$ cat config.mk
export PLATFORM = sky130hd
export DESIGN_NAME = elevation_tint_colormap_unit
export DESIGN_NICKNAME = d
export VERILOG_FILES = /design/src/rtl/etcm_pkg.sv /design/src/rtl/etcm_front.sv /design/src/rtl/etcm_queue.sv /design/src/rtl/etcm_back.sv /design/src/rtl/elevation_tint_colormap_unit.sv
export SDC_FILE = /design/constraint.sdc
export NUM_CORES = 2
export LEC_CHECK = 0
export ABC_AREA = 1
export BUFFER_PORTS_ARGS = -buffer_cell sky130_fd_sc_hd__buf_2
export CORE_UTILIZATION = 62
export CTS_BUF_LIST = sky130_fd_sc_hd__clkbuf_4
export CTS_CLUSTER_DIAMETER = 30
export CTS_CLUSTER_SIZE = 40
export DETAILED_ROUTE_END_ITERATION = 8
export PLACE_DENSITY = 0.78
export SYNTH_ARGS = -nofsm -noshare
export SYNTH_HDL_FRONTEND = slang
export SYNTH_SLANG_ARGS = --single-unit
$ cat constraint.sdc
create_clock -name i_clk -period 15.2 [get_ports i_clk]
set_input_delay 0.76 -clock i_clk [delete_from_list [all_inputs] [get_ports i_clk]]
set_output_delay 0.76 -clock i_clk [all_outputs]
set_load 0.01 [all_outputs]
$ cat src/rtl/etcm_pkg.sv
// Package for the elevation tint colormap unit: widths, band edges,
// reciprocal constants, item and queue status types. No dependencies.
`default_nettype none

package etcm_pkg;

    localparam int ELEV_W      = 16;
    localparam int CHAN_W      = 8;
    localparam int COLOR_W     = 24;
    localparam int NUM_CHAN    = 3;
    localparam int WEIGHT_W    = 12;
    localparam int NUM_W       = 20;
    localparam int RECIP_W     = 24;
    localparam int PROD_W      = NUM_W + RECIP_W;
    localparam int RECIP_SHIFT = 32;
    localparam int CFG_IDX_W   = 2;
    localparam int QUEUE_DEPTH = 4;

    localparam logic [CFG_IDX_W-1:0] CFG_LOWLAND  = 2'd0;
    localparam logic [CFG_IDX_W-1:0] CFG_UPLAND   = 2'd1;
    localparam logic [CFG_IDX_W-1:0] CFG_MOUNTAIN = 2'd2;

    localparam logic signed [ELEV_W-1:0] ELEV_NODATA   = 16'sh8000;
    localparam logic signed [ELEV_W-1:0] ELEV_SEA      = 16'sd0;
    localparam logic signed [ELEV_W-1:0] EDGE_UPLAND   = 16'sd400;
    localparam logic signed [ELEV_W-1:0] EDGE_MOUNTAIN = 16'sd1500;
    localparam logic signed [ELEV_W-1:0] EDGE_TOP      = 16'sd5000;

    localparam longint SPAN_LOW  = 400;
    localparam longint SPAN_MID  = 1100;
    localparam longint SPAN_HIGH = 3500;

    // ceil(2^32 / span); exact floor division for any numerator below 2^20
    localparam longint RECIP_LOW  = ((64'sd1 <<< RECIP_SHIFT) + SPAN_LOW - 1) / SPAN_LOW;
    localparam longint RECIP_MID  = ((64'sd1 <<< RECIP_SHIFT) + SPAN_MID - 1) / SPAN_MID;
    localparam longint RECIP_HIGH = ((64'sd1 <<< RECIP_SHIFT) + SPAN_HIGH - 1) / SPAN_HIGH;

    localparam logic [CHAN_W-1:0] CHAN_MAX = 8'hFF;
    localparam logic [CHAN_W-1:0] CHAN_MIN = 8'h00;

    typedef enum logic [2:0] {
        KIND_NODATA,
        KIND_WATER,
        KIND_LOW,
        KIND_MID,
        KIND_HIGH,
        KIND_TOP
    } t_kind;

    typedef struct packed {
        t_kind                kind;
        logic [WEIGHT_W-1:0]  w_lo;
        logic [WEIGHT_W-1:0]  w_hi;
    } t_item;

    typedef struct packed {
        logic full;
        logic empty;
    } t_q_status;

endpackage

`default_nettype wire

$ cat src/rtl/etcm_front.sv
// Front end: takes elevation words, classifies them into bands and
// computes the two blend weights. Depends on etcm_pkg.
`default_nettype none

module etcm_front (
    input  wire logic                                 i_valid,
    input  wire logic signed [etcm_pkg::ELEV_W-1:0]   i_elevation,
    output logic                                      o_stall,
    input  wire etcm_pkg::t_q_status                  i_q_status,
    output logic                                      o_push,
    output etcm_pkg::t_item                           o_item
);
    import etcm_pkg::*;

    logic signed [ELEV_W:0] e_ext;
    logic signed [ELEV_W:0] w_lo_full;
    logic signed [ELEV_W:0] w_hi_full;

    assign o_stall = i_q_status.full;
    assign o_push  = i_valid && !i_q_status.full;
    assign e_ext   = {i_elevation[ELEV_W-1], i_elevation};

    always_comb begin
        w_lo_full   = '0;
        w_hi_full   = '0;
        o_item.kind = KIND_TOP;
        if (i_elevation == ELEV_NODATA) begin
            o_item.kind = KIND_NODATA;
        end else if (i_elevation <= ELEV_SEA) begin
            o_item.kind = KIND_WATER;
        end else if (i_elevation <= EDGE_UPLAND) begin
            o_item.kind = KIND_LOW;
            w_hi_full   = e_ext;
            w_lo_full   = {EDGE_UPLAND[ELEV_W-1], EDGE_UPLAND} - e_ext;
        end else if (i_elevation <= EDGE_MOUNTAIN) begin
            o_item.kind = KIND_MID;
            w_hi_full   = e_ext - {EDGE_UPLAND[ELEV_W-1], EDGE_UPLAND};
            w_lo_full   = {EDGE_MOUNTAIN[ELEV_W-1], EDGE_MOUNTAIN} - e_ext;
        end else if (i_elevation <= EDGE_TOP) begin
            o_item.kind = KIND_HIGH;
            w_hi_full   = e_ext - {EDGE_MOUNTAIN[ELEV_W-1], EDGE_MOUNTAIN};
            w_lo_full   = {EDGE_TOP[ELEV_W-1], EDGE_TOP} - e_ext;
        end
        o_item.w_lo = w_lo_full[WEIGHT_W-1:0];
        o_item.w_hi = w_hi_full[WEIGHT_W-1:0];
    end

endmodule

`default_nettype wire

$ cat src/rtl/etcm_queue.sv
// Short word queue between the front end and the blend pipeline.
// Depends on etcm_pkg.
`default_nettype none

module etcm_queue #(
    parameter int DEPTH = etcm_pkg::QUEUE_DEPTH
) (
    input  wire logic                  i_clk,
    input  wire logic                  i_rst_n,
    input  wire logic                  i_push,
    input  wire etcm_pkg::t_item       i_item,
    input  wire logic                  i_pop,
    output etcm_pkg::t_item            o_head,
    output etcm_pkg::t_q_status        o_status
);
    import etcm_pkg::*;

    localparam int PTR_W = (DEPTH > 1) ? $clog2(DEPTH) : 1;
    localparam int CNT_W = $clog2(DEPTH + 1);

    t_item              r_mem [DEPTH];
    logic [PTR_W-1:0]   r_wr_ptr, n_wr_ptr;
    logic [PTR_W-1:0]   r_rd_ptr, n_rd_ptr;
    logic [CNT_W-1:0]   r_count,  n_count;

    assign o_head          = r_mem[r_rd_ptr];
    assign o_status.full   = (r_count == CNT_W'(DEPTH));
    assign o_status.empty  = (r_count == '0);

    always_comb begin
        n_wr_ptr = r_wr_ptr;
        n_rd_ptr = r_rd_ptr;
        n_count  = r_count;
        if (i_push) begin
            n_wr_ptr = (r_wr_ptr == PTR_W'(DEPTH - 1)) ? '0 : r_wr_ptr + 1'b1;
        end
        if (i_pop) begin
            n_rd_ptr = (r_rd_ptr == PTR_W'(DEPTH - 1)) ? '0 : r_rd_ptr + 1'b1;
        end
        if (i_push && !i_pop) begin
            n_count = r_count + 1'b1;
        end else if (!i_push && i_pop) begin
            n_count = r_count - 1'b1;
        end
    end

    always_ff @(posedge i_clk) begin
        if (!i_rst_n) begin
            r_wr_ptr <= '0;
            r_rd_ptr <= '0;
            r_count  <= '0;
        end else begin
            r_wr_ptr <= n_wr_ptr;
            r_rd_ptr <= n_rd_ptr;
            r_count  <= n_count;
        end
    end

    always_ff @(posedge i_clk) begin
        if (i_push) begin
            r_mem[r_wr_ptr] <= i_item;
        end
    end

endmodule

`default_nettype wire

$ cat src/rtl/etcm_back.sv
// Blend pipeline: weighted sum, reciprocal multiply, band select and
// output register. Depends on etcm_pkg.
`default_nettype none

module etcm_back (
    input  wire logic                              i_clk,
    input  wire logic                              i_rst_n,
    input  wire etcm_pkg::t_item                   i_head,
    input  wire etcm_pkg::t_q_status               i_q_status,
    output logic                                   o_pop,
    input  wire logic [etcm_pkg::COLOR_W-1:0]      i_lowland,
    input  wire logic [etcm_pkg::COLOR_W-1:0]      i_upland,
    input  wire logic [etcm_pkg::COLOR_W-1:0]      i_mountain,
    output logic                                   o_valid,
    input  wire logic                              i_stall,
    output logic [etcm_pkg::CHAN_W-1:0]            o_red,
    output logic [etcm_pkg::CHAN_W-1:0]            o_green,
    output logic [etcm_pkg::CHAN_W-1:0]            o_blue
);
    import etcm_pkg::*;

    logic                 en;
    logic [COLOR_W-1:0]   c_lo, c_hi;
    logic [RECIP_W-1:0]   recip;

    logic                 r_s1_valid;
    t_kind                r_s1_kind;
    logic [NUM_W-1:0]     r_s1_num  [NUM_CHAN];
    logic [NUM_W-1:0]     n_s1_num  [NUM_CHAN];

    logic                 r_s2_valid;
    t_kind                r_s2_kind;
    logic [PROD_W-1:0]    r_s2_prod [NUM_CHAN];
    logic [PROD_W-1:0]    n_s2_prod [NUM_CHAN];

    logic                 r_out_valid;
    logic [CHAN_W-1:0]    r_out_rgb [NUM_CHAN];
    logic [CHAN_W-1:0]    n_out_rgb [NUM_CHAN];

    assign en      = !r_out_valid || !i_stall;
    assign o_pop   = en && !i_q_status.empty;
    assign o_valid = r_out_valid;
    assign o_red   = r_out_rgb[0];
    assign o_green = r_out_rgb[1];
    assign o_blue  = r_out_rgb[2];

    // stage 1: pick band colors, weighted sum per channel
    always_comb begin
        unique case (i_head.kind)
            KIND_LOW: begin
                c_lo = i_lowland;
                c_hi = i_upland;
            end
            KIND_MID: begin
                c_lo = i_upland;
                c_hi = i_mountain;
            end
            KIND_HIGH: begin
                c_lo = i_mountain;
                c_hi = '0;
            end
            default: begin
                c_lo = '0;
                c_hi = '0;
            end
        endcase
        for (int k = 0; k < NUM_CHAN; k++) begin
            n_s1_num[k] =
                NUM_W'(i_head.w_lo) * NUM_W'(c_lo[COLOR_W - CHAN_W*(k+1) +: CHAN_W]) +
                NUM_W'(i_head.w_hi) * NUM_W'(c_hi[COLOR_W - CHAN_W*(k+1) +: CHAN_W]);
        end
    end

    // stage 2: divide by band span through its reciprocal
    always_comb begin
        unique case (r_s1_kind)
            KIND_LOW:  recip = RECIP_W'(RECIP_LOW);
            KIND_MID:  recip = RECIP_W'(RECIP_MID);
            KIND_HIGH: recip = RECIP_W'(RECIP_HIGH);
            default:   recip = '0;
        endcase
        for (int k = 0; k < NUM_CHAN; k++) begin
            n_s2_prod[k] = PROD_W'(r_s1_num[k]) * PROD_W'(recip);
        end
    end

    // stage 3: blended color in the blend bands, fixed colors outside them
    always_comb begin
        unique case (r_s2_kind) inside
            KIND_NODATA: begin
                n_out_rgb[0] = CHAN_MAX;
                n_out_rgb[1] = CHAN_MAX;
                n_out_rgb[2] = CHAN_MAX;
            end
            KIND_WATER: begin
                n_out_rgb[0] = CHAN_MIN;
                n_out_rgb[1] = CHAN_MIN;
                n_out_rgb[2] = CHAN_MAX;
            end
            KIND_LOW, KIND_MID, KIND_HIGH: begin
                for (int k = 0; k < NUM_CHAN; k++) begin
                    n_out_rgb[k] = r_s2_prod[k][RECIP_SHIFT +: CHAN_W];
                end
            end
            default: begin
                n_out_rgb[0] = CHAN_MIN;
                n_out_rgb[1] = CHAN_MIN;
                n_out_rgb[2] = CHAN_MIN;
            end
        endcase
    end

    always_ff @(posedge i_clk) begin
        if (!i_rst_n) begin
            r_s1_valid  <= 1'b0;
            r_s2_valid  <= 1'b0;
            r_out_valid <= 1'b0;
        end else if (en) begin
            r_s1_valid  <= !i_q_status.empty;
            r_s2_valid  <= r_s1_valid;
            r_out_valid <= r_s2_valid;
        end
    end

    always_ff @(posedge i_clk) begin
        if (en) begin
            r_s1_kind <= i_head.kind;
            r_s2_kind <= r_s1_kind;
            for (int k = 0; k < NUM_CHAN; k++) begin
                r_s1_num[k]  <= n_s1_num[k];
                r_s2_prod[k] <= n_s2_prod[k];
                r_out_rgb[k] <= n_out_rgb[k];
            end
        end
    end

endmodule

`default_nettype wire

$ cat src/rtl/elevation_tint_colormap_unit.sv
// Elevation tint colormap unit, top level: color registers, front end,
// queue and blend pipeline. Depends on etcm_pkg and the etcm_* modules.
//
// Input channel: i_valid / i_elevation, o_stall. A word is taken at a rising
// edge with i_valid high and o_stall low. Output channel: o_valid / o_red,
// o_green, o_blue, i_stall; a pixel is delivered at an edge with o_valid high
// and i_stall low, and holds steady while stalled.
// Color registers are written through i_cfg_we / i_cfg_index / i_cfg_data,
// index 0 lowland, 1 upland, 2 mountain, packed red in the top byte.
// A word passes the queue, then the stage 1, stage 2 and output registers.
// Throughput: one pixel per cycle while the receiver does not stall, set by
// the three-stage blend pipeline (weighted sum, reciprocal multiply, select).
// When the receiver stalls, the pipeline freezes and up to QUEUE_DEPTH words
// collect in the queue before o_stall rises.
// Reset (synchronous, active low) empties the queue and pipeline and clears
// the color registers to black.
`default_nettype none

module elevation_tint_colormap_unit #(
    parameter int QUEUE_DEPTH = etcm_pkg::QUEUE_DEPTH
) (
    input  wire logic                                 i_clk,
    input  wire logic                                 i_rst_n,
    input  wire logic                                 i_valid,
    input  wire logic signed [etcm_pkg::ELEV_W-1:0]   i_elevation,
    output logic                                      o_stall,
    output logic                                      o_valid,
    input  wire logic                                 i_stall,
    output logic [etcm_pkg::CHAN_W-1:0]               o_red,
    output logic [etcm_pkg::CHAN_W-1:0]               o_green,
    output logic [etcm_pkg::CHAN_W-1:0]               o_blue,
    input  wire logic                                 i_cfg_we,
    input  wire logic [etcm_pkg::CFG_IDX_W-1:0]       i_cfg_index,
    input  wire logic [etcm_pkg::COLOR_W-1:0]         i_cfg_data
);
    import etcm_pkg::*;

    logic [COLOR_W-1:0] r_lowland;
    logic [COLOR_W-1:0] r_upland;
    logic [COLOR_W-1:0] r_mountain;

    logic       push;
    logic       pop;
    t_item      front_item;
    t_item      head_item;
    t_q_status  q_status;

    always_ff @(posedge i_clk) begin
        if (!i_rst_n) begin
            r_lowland  <= '0;
            r_upland   <= '0;
            r_mountain <= '0;
        end else if (i_cfg_we) begin
            case (i_cfg_index)
                CFG_LOWLAND:  r_lowland  <= i_cfg_data;
                CFG_UPLAND:   r_upland   <= i_cfg_data;
                CFG_MOUNTAIN: r_mountain <= i_cfg_data;
                default: ;
            endcase
        end
    end

    etcm_front u_front (
        .i_valid     (i_valid),
        .i_elevation (i_elevation),
        .o_stall     (o_stall),
        .i_q_status  (q_status),
        .o_push      (push),
        .o_item      (front_item)
    );

    etcm_queue #(
        .DEPTH (QUEUE_DEPTH)
    ) u_queue (
        .i_clk    (i_clk),
        .i_rst_n  (i_rst_n),
        .i_push   (push),
        .i_item   (front_item),
        .i_pop    (pop),
        .o_head   (head_item),
        .o_status (q_status)
    );

    etcm_back u_back (
        .i_clk      (i_clk),
        .i_rst_n    (i_rst_n),
        .i_head     (head_item),
        .i_q_status (q_status),
        .o_pop      (pop),
        .i_lowland  (r_lowland),
        .i_upland   (r_upland),
        .i_mountain (r_mountain),
        .o_valid    (o_valid),
        .i_stall    (i_stall),
        .o_red      (o_red),
        .o_green    (o_green),
        .o_blue     (o_blue)
    );

endmodule

`default_nettype wire

# Word-level counts from Yosys, hierarchy flattened
# Memory sizes are Yosys's and may differ from the RTL's. A register that Yosys moved wholly into a read port is not among the register bits.
# Cells that the tools add are included.
[totals]
output_inout_bits = 26
ram_bits = 324
inputBits = 47
regBits = 88
n_memories = 4
wordCells = 104
[op_classes]
reduce_logical = 19
add_sub_neg = 12
mul = 9
order_cmp = 4
eq_ne = 16
muxes = 29
[memory_table]
columns = ["name", "words", "word_bits", "rd", "rd_clocked_by_memory_dff", "wr", "line_no", "source"]
rows = [
  ["u_back.r_s2_prod", 3, 44, 3, 0, 3, "etcm_back.sv:33", "logic [PROD_W-1:0] r_s2_prod [NUM_CHAN];"],
  ["u_queue.r_mem", 4, 27, 1, 1, 1, "etcm_queue.sv:21", "t_item r_mem [DEPTH];"],
  ["u_back.r_s1_num", 3, 20, 3, 0, 3, "etcm_back.sv:28", "logic [NUM_W-1:0] r_s1_num [NUM_CHAN];"],
  ["u_back.r_out_rgb", 3, 8, 3, 0, 3, "etcm_back.sv:37", "logic [CHAN_W-1:0] r_out_rgb [NUM_CHAN];"],
]
[ops]
columns = ["operator", "n"]
rows = [
  ["case mux 24 bit (3 select lines)", 3],
  ["multiplier 20 x 24 -> 44 bit", 3],
  ["multiplier 12 x 8 -> 20 bit", 6],
  ["two-way mux 12 bit", 10],
  ["adder 20 bit", 3],
  ["case mux 24 bit (2 select lines)", 1],
  ["equality test 3 x 2 -> 1 bit (second input constant)", 6],
  ["two-way mux 3 bit", 6],
  ["equality test 16 bit (second input constant)", 1],
  ["less-or-equal comparator 16 x 1 -> 1 bit (second input constant)", 1],
  ["less-or-equal comparator 16 x 10 -> 1 bit (second input constant)", 1],
  ["less-or-equal comparator 16 x 12 -> 1 bit (second input constant)", 1],
  ["less-or-equal comparator 16 x 14 -> 1 bit (second input constant)", 1],
  ["equality test 3 bit (second input constant)", 4],
  ["subtractor 10 x 12 -> 12 bit (first input constant)", 1],
  ["subtractor 11 x 12 -> 12 bit (first input constant)", 1],
  ["subtractor 12 x 10 -> 12 bit (second input constant)", 1],
  ["subtractor 12 bit (first input constant)", 1],
  ["subtractor 12 bit (second input constant)", 1],
  ["two-way mux 2 bit", 4],
  ["equality test 2 bit (second input constant)", 3],
  ["logical NOT 1 bit", 6],
  ["logical NOT 3 bit", 2],
  ["AND reduction 2 bit", 3],
  ["11 further kinds", 19],
]

# Depth between registers and ports, before layout
[depth]
ltp_word = 7
depth_mapped = 36
depth_no_buf = 33

# Cells and area by module
# Synthesis repeated with hierarchy kept, for this count alone.
[unflattened]
cells_unflattened = 8315
hier_area_um2 = 70576.4
[modules_own_cells]
columns = ["module", "cells_per_inst", "area_per_inst_um2", "n_inst", "seq_area_each_um2"]
rows = [
  ["etcm_back", 7197, 61327.6, 1, 3483.3],
  ["etcm_queue", 320, 4510.6, 1, 3423.3],
  ["elevation_tint_colormap_unit", 465, 3037.9, 1, 1441.4],
  ["etcm_front", 333, 1700.4, 1, 0.0],
]

# Worst setup path before layout
# Ideal clock, no wire load.
[synth_path]
path_type = "flip-flop to flip-flop"
from = "register u_back.r_s1_kind[1]"
to = "memory u_back.r_s2_prod[0][82] in the netlist's numbering (data pin)"
n_path_buf = 2
stages_incl_launch_ff = 30
setup_slack_ns = 8.428
synth_period_minus_slack_ns = 6.772
setup_ns = 0.252
arrival_time_ns = 6.519
required_time_ns = 14.948
cell_sequence = "edfxtp_1 nor2_2 nand2_2 buf_2 buf_2 nor2_1 inv_1 nand2_1 inv_1 fa_1 fa_1 fa_1 inv_1 fa_1 fa_1 fa_1 inv_1 fa_1 inv_1 ha_1 nand2_1 nor2_1 inv_1 nor2_1 nand2_1 nand2_1 nand2_1 and2_0 nand3_1 nand2_1"
[synth_lines]
columns = ["item", "line_no", "source"]
rows = [
  ["from (decl)", "etcm_back.sv:27", "t_kind r_s1_kind;"],
  ["from (signal assigned)", "etcm_back.sv:127", "r_s1_kind <= i_head.kind;"],
  ["to (decl)", "etcm_back.sv:33", ""],
]

==> results.ini <==
[clocking]
path_clk_slew_ns = 0.10
insertion_delay_ns = 1.05
cts_resized = 0
cts_tree = yes
clkSinkCount = 302
cts_inserted_buffers = 73
postCtsSetupBuffers = 0
cts-root-buf = clkbuf_4
cts.path.max_buffers = 3
cts_max_level = 3
hold_buffers = 2

[final_layout]
design_area_mm2 = 0.0736
nFillCells = 9604
drive_above_1_share = 0.0500
final_nets = 10400
area_growth_syn_to_layout_pct = 4.26

[sta]
setup_ws_ns = 6.27
finalSetupViolCount = 0
finalHoldViolCount = 0
tightestPinTransition_ns = 1.23
relSlewSlack = 0.174
post-route-period-util = 0.587
fmaxAchievable_mhz = 112
rsz0062_at_grt = false
tns_ns = 0
final.setup_skew_ns = 0.114
slew_violations = 0
fin_crit_ns = 8.93

[die]
initial_core_util = 0.627
core_area_mm2 = 0.113
rows = 123
die_w_um = 339
die_area_mm2 = 0.115
io_pins = 73
fp.dieH_um = 339

[synth]
synthCells = 8160
syn-num-nets = 10400
yosys_warnings = 0
async_flop_share = 0
yosysSeqAreaShare = 0.117
syn_area_per_cell_um2 = 8.65
synth_area_mm2 = 0.0706
synth_edf_count = 218
synth.distinct_cells = 63
ys_ff_latch = 302
synth_flop_cell = edfxtp_1

[setup_path]
r2r_cells = 24
worstSetupPathType = register to register
crit_chain = buf_4, o21ai_0, nand2_1, buf_4, clkinv_1, buf_4, nand2_1, fa_1, fa_1, inv_1, fa_1, fa_1, fa_1, fa_1, inv_1, fa_1, inv_1, ha_1, a21o_1, a31oi_1, nor2_1, nor3_1, nand3_1, xor2_1
critical_path_cell_count = 24
crit_start = u_back.r_s1_kind[0]
max_stage_delay_ns = 0.63
crit_family = adder cells
crit_required_ns = 15.93
cp.buffers_inverters = 7
cp-start-kind = register
ff2ff_setup_slack_ns = 6.27
cp_common_cell = fa_1
worstReg2RegEnd = u_back.r_s2_prod[0][124]
worst_path_max_delay_cell = clkinv_1
crit_path_end_kind = register
worstReg2RegStart = u_back.r_s1_kind[0]
cp.arrival_ns = 9.66
worst-path-max-fanout = 27
cp-endpoint = u_back.r_s2_prod[0][124]

[grt]
gr-usage-all-layers = 0.378
grt_pass1_wl_mm = 326
gr-total-overflow = 0
antenna_found_initial = 5
grt_max_degree = 81
grt_pass1_vias = 56300

[drt]
postRouteWirelength_mm = 212
avgViaCountPerCell = 5.50
num_vias = 53600
dr.pass1.iters = 8
antenna_left = 0
drc = 0
wl_per_cell_um = 21.7
drt_iter0_markers = 4877

[placement]
dp_slack_ns = 6.60
dp_hpwl_mm = 182
port_buffers = 72
gp_congestion = 1.04
place_area_mm2 = 0.0724

[hold_path]
holdCritPathClass = input pin to register
min_from = i_cfg_data[23]

[power_and_ir_drop]
power.density_mw_per_mm2 = 194
leakagePower_nw = 41.0
peakVddDrop_uv = 190
p_total_w = 0.0143

[status]
outcome = complete, no violations

[job]
drv_cap = 0

where the power goes:
group	switching [W]	internal, W	leakage, nW
logic	0.00797	0.00415	37.4
clock network	0.000441	0.000407	0.606
registers	0.000177	0.00114	2.98
total	0.00859	0.00570	41.0
layout by cell type (no fill, tap or decap), types with 72 or more instances in the layout:
cell / Yosys / final
nand2_1: 1139 / 1138
buf_2: 56 / 72
nor2_1: 783 / 779
a21oi_1: 234 / 234
edfxtp_1: 218 / 218
nand3_1: 114 / 114
inv_1: 2492 / 2492
clkbuf_4: 0 / 79
dfxtp_1: 84 / 84
fa_1: 1435 / 1435
o21ai_0: 242 / 242
ha_1: 747 / 747
xor2_1: 84 / 84
worst reg2reg max path, stage by stage, from the launching register on:
cell,delay [ns]
edfxtp_1,0.35
buf_4,0.39
o21ai_0,0.19
nand2_1,0.41
buf_4,0.27
clkinv_1,0.63
buf_4,0.58
nand2_1,0.27
fa_1,0.48
fa_1,0.53
inv_1,0.06
fa_1,0.53
fa_1,0.58
fa_1,0.45
fa_1,0.49
inv_1,0.05
fa_1,0.47
inv_1,0.04
ha_1,0.31
a21o_1,0.22
a31oi_1,0.39
nor2_1,0.08
nor3_1,0.56
nand3_1,0.18
xor2_1,0.17
kinds of logic after synthesis:
group / after synthesis / share of synthesized area
AND/OR/NAND/NOR: 2197 / 0.125
adder cells (fa/ha/maj): 2182 / 0.539
buffers and inverters: 2698 / 0.147
XOR/XNOR: 117 / 0.0145
flip-flops: 302 / 0.117
AO/OA/AOI/OAI: 664 / 0.0570
final cells by class:
class                           count  area (um2)  share of cell area
Antenna cell                        5        12.5            0.000170
Clock buffer                       79         593             0.00806
Clock inverter                     55         571             0.00775
Inverter                         2529        9500               0.129
Multi-Input combinational cell   5160       52100               0.708
Sequential cell                   302        8230               0.112
Tap cell                         1500        1880              0.0255
Timing Repair Buffer              122         741              0.0101
metrics by stage:
stage | instances | hold WS, ns | util
2_1_floorplan | 8160 | 0.421 | -
3_3_place_gp | 9611 | 0.453 | 0.643
3_5_place_dp | 9611 | 0.463 | 0.643
4_1_cts | 9747 | 0.00657 | 0.653
5_1_grt | 9752 | 0.0621 | 0.654
6_report | 9752 | 0.0755 | 0.654
registers in the layout, summed over array words and instances, names as in the netlist, 24 cells and up, named ones only:
signal,cells
u_queue.r_mem,104
u_back.r_s2_prod,24
u_back.r_out_rgb,24
r_mountain,24
u_back.r_s1_num,60
r_lowland,24
r_upland,24
per-layer routing:
layer  track usage  share of wire
met5             0        0.00012
met4         0.145          0.043
met3        0.0931           0.10
met2         0.560           0.43
met1         0.538           0.42
synth_stat cells, types with 11 or more instances:
cell type,n,area [um2]
a21o_1,28,210
a21oi_1,234,1170
a22oi_1,11,82.6
a31oi_1,18,113
buf_2,56,280
buf_4,29,218
buf_6,11,124
clkbuf_1,66,248
dfxtp_1,84,1680
edfxtp_1,218,6550
fa_1,1435,28700
ha_1,747,9350
inv_1,2492,9350
inv_2,31,116
nand2_1,1139,4280
nand3_1,114,571
nand4_1,22,138
nor2_1,783,2940
nor3_1,48,240
o21a_1,15,113
o21ai_0,242,1210
o21bai_1,20,150
o22ai_1,11,68.8
or2_2,37,231
xnor2_1,33,289
xor2_1,84,736
worst min-delay path by stage:
stage | cells after the start | to | slack (ns)
2_1_floorplan | 0 | u_back.r_s2_kind[2] | 0.42
3_3_place_gp | 2 | u_back.r_s1_valid | 0.45
3_5_place_dp | 2 | r_mountain[21] | 0.46
4_1_cts | 3 | r_mountain[23] | 0.007
5_1_grt | 3 | r_lowland[15] | 0.06
6_report | 3 | r_lowland[23] | 0.08
Note: power is estimated with default switching activity, not from simulation.
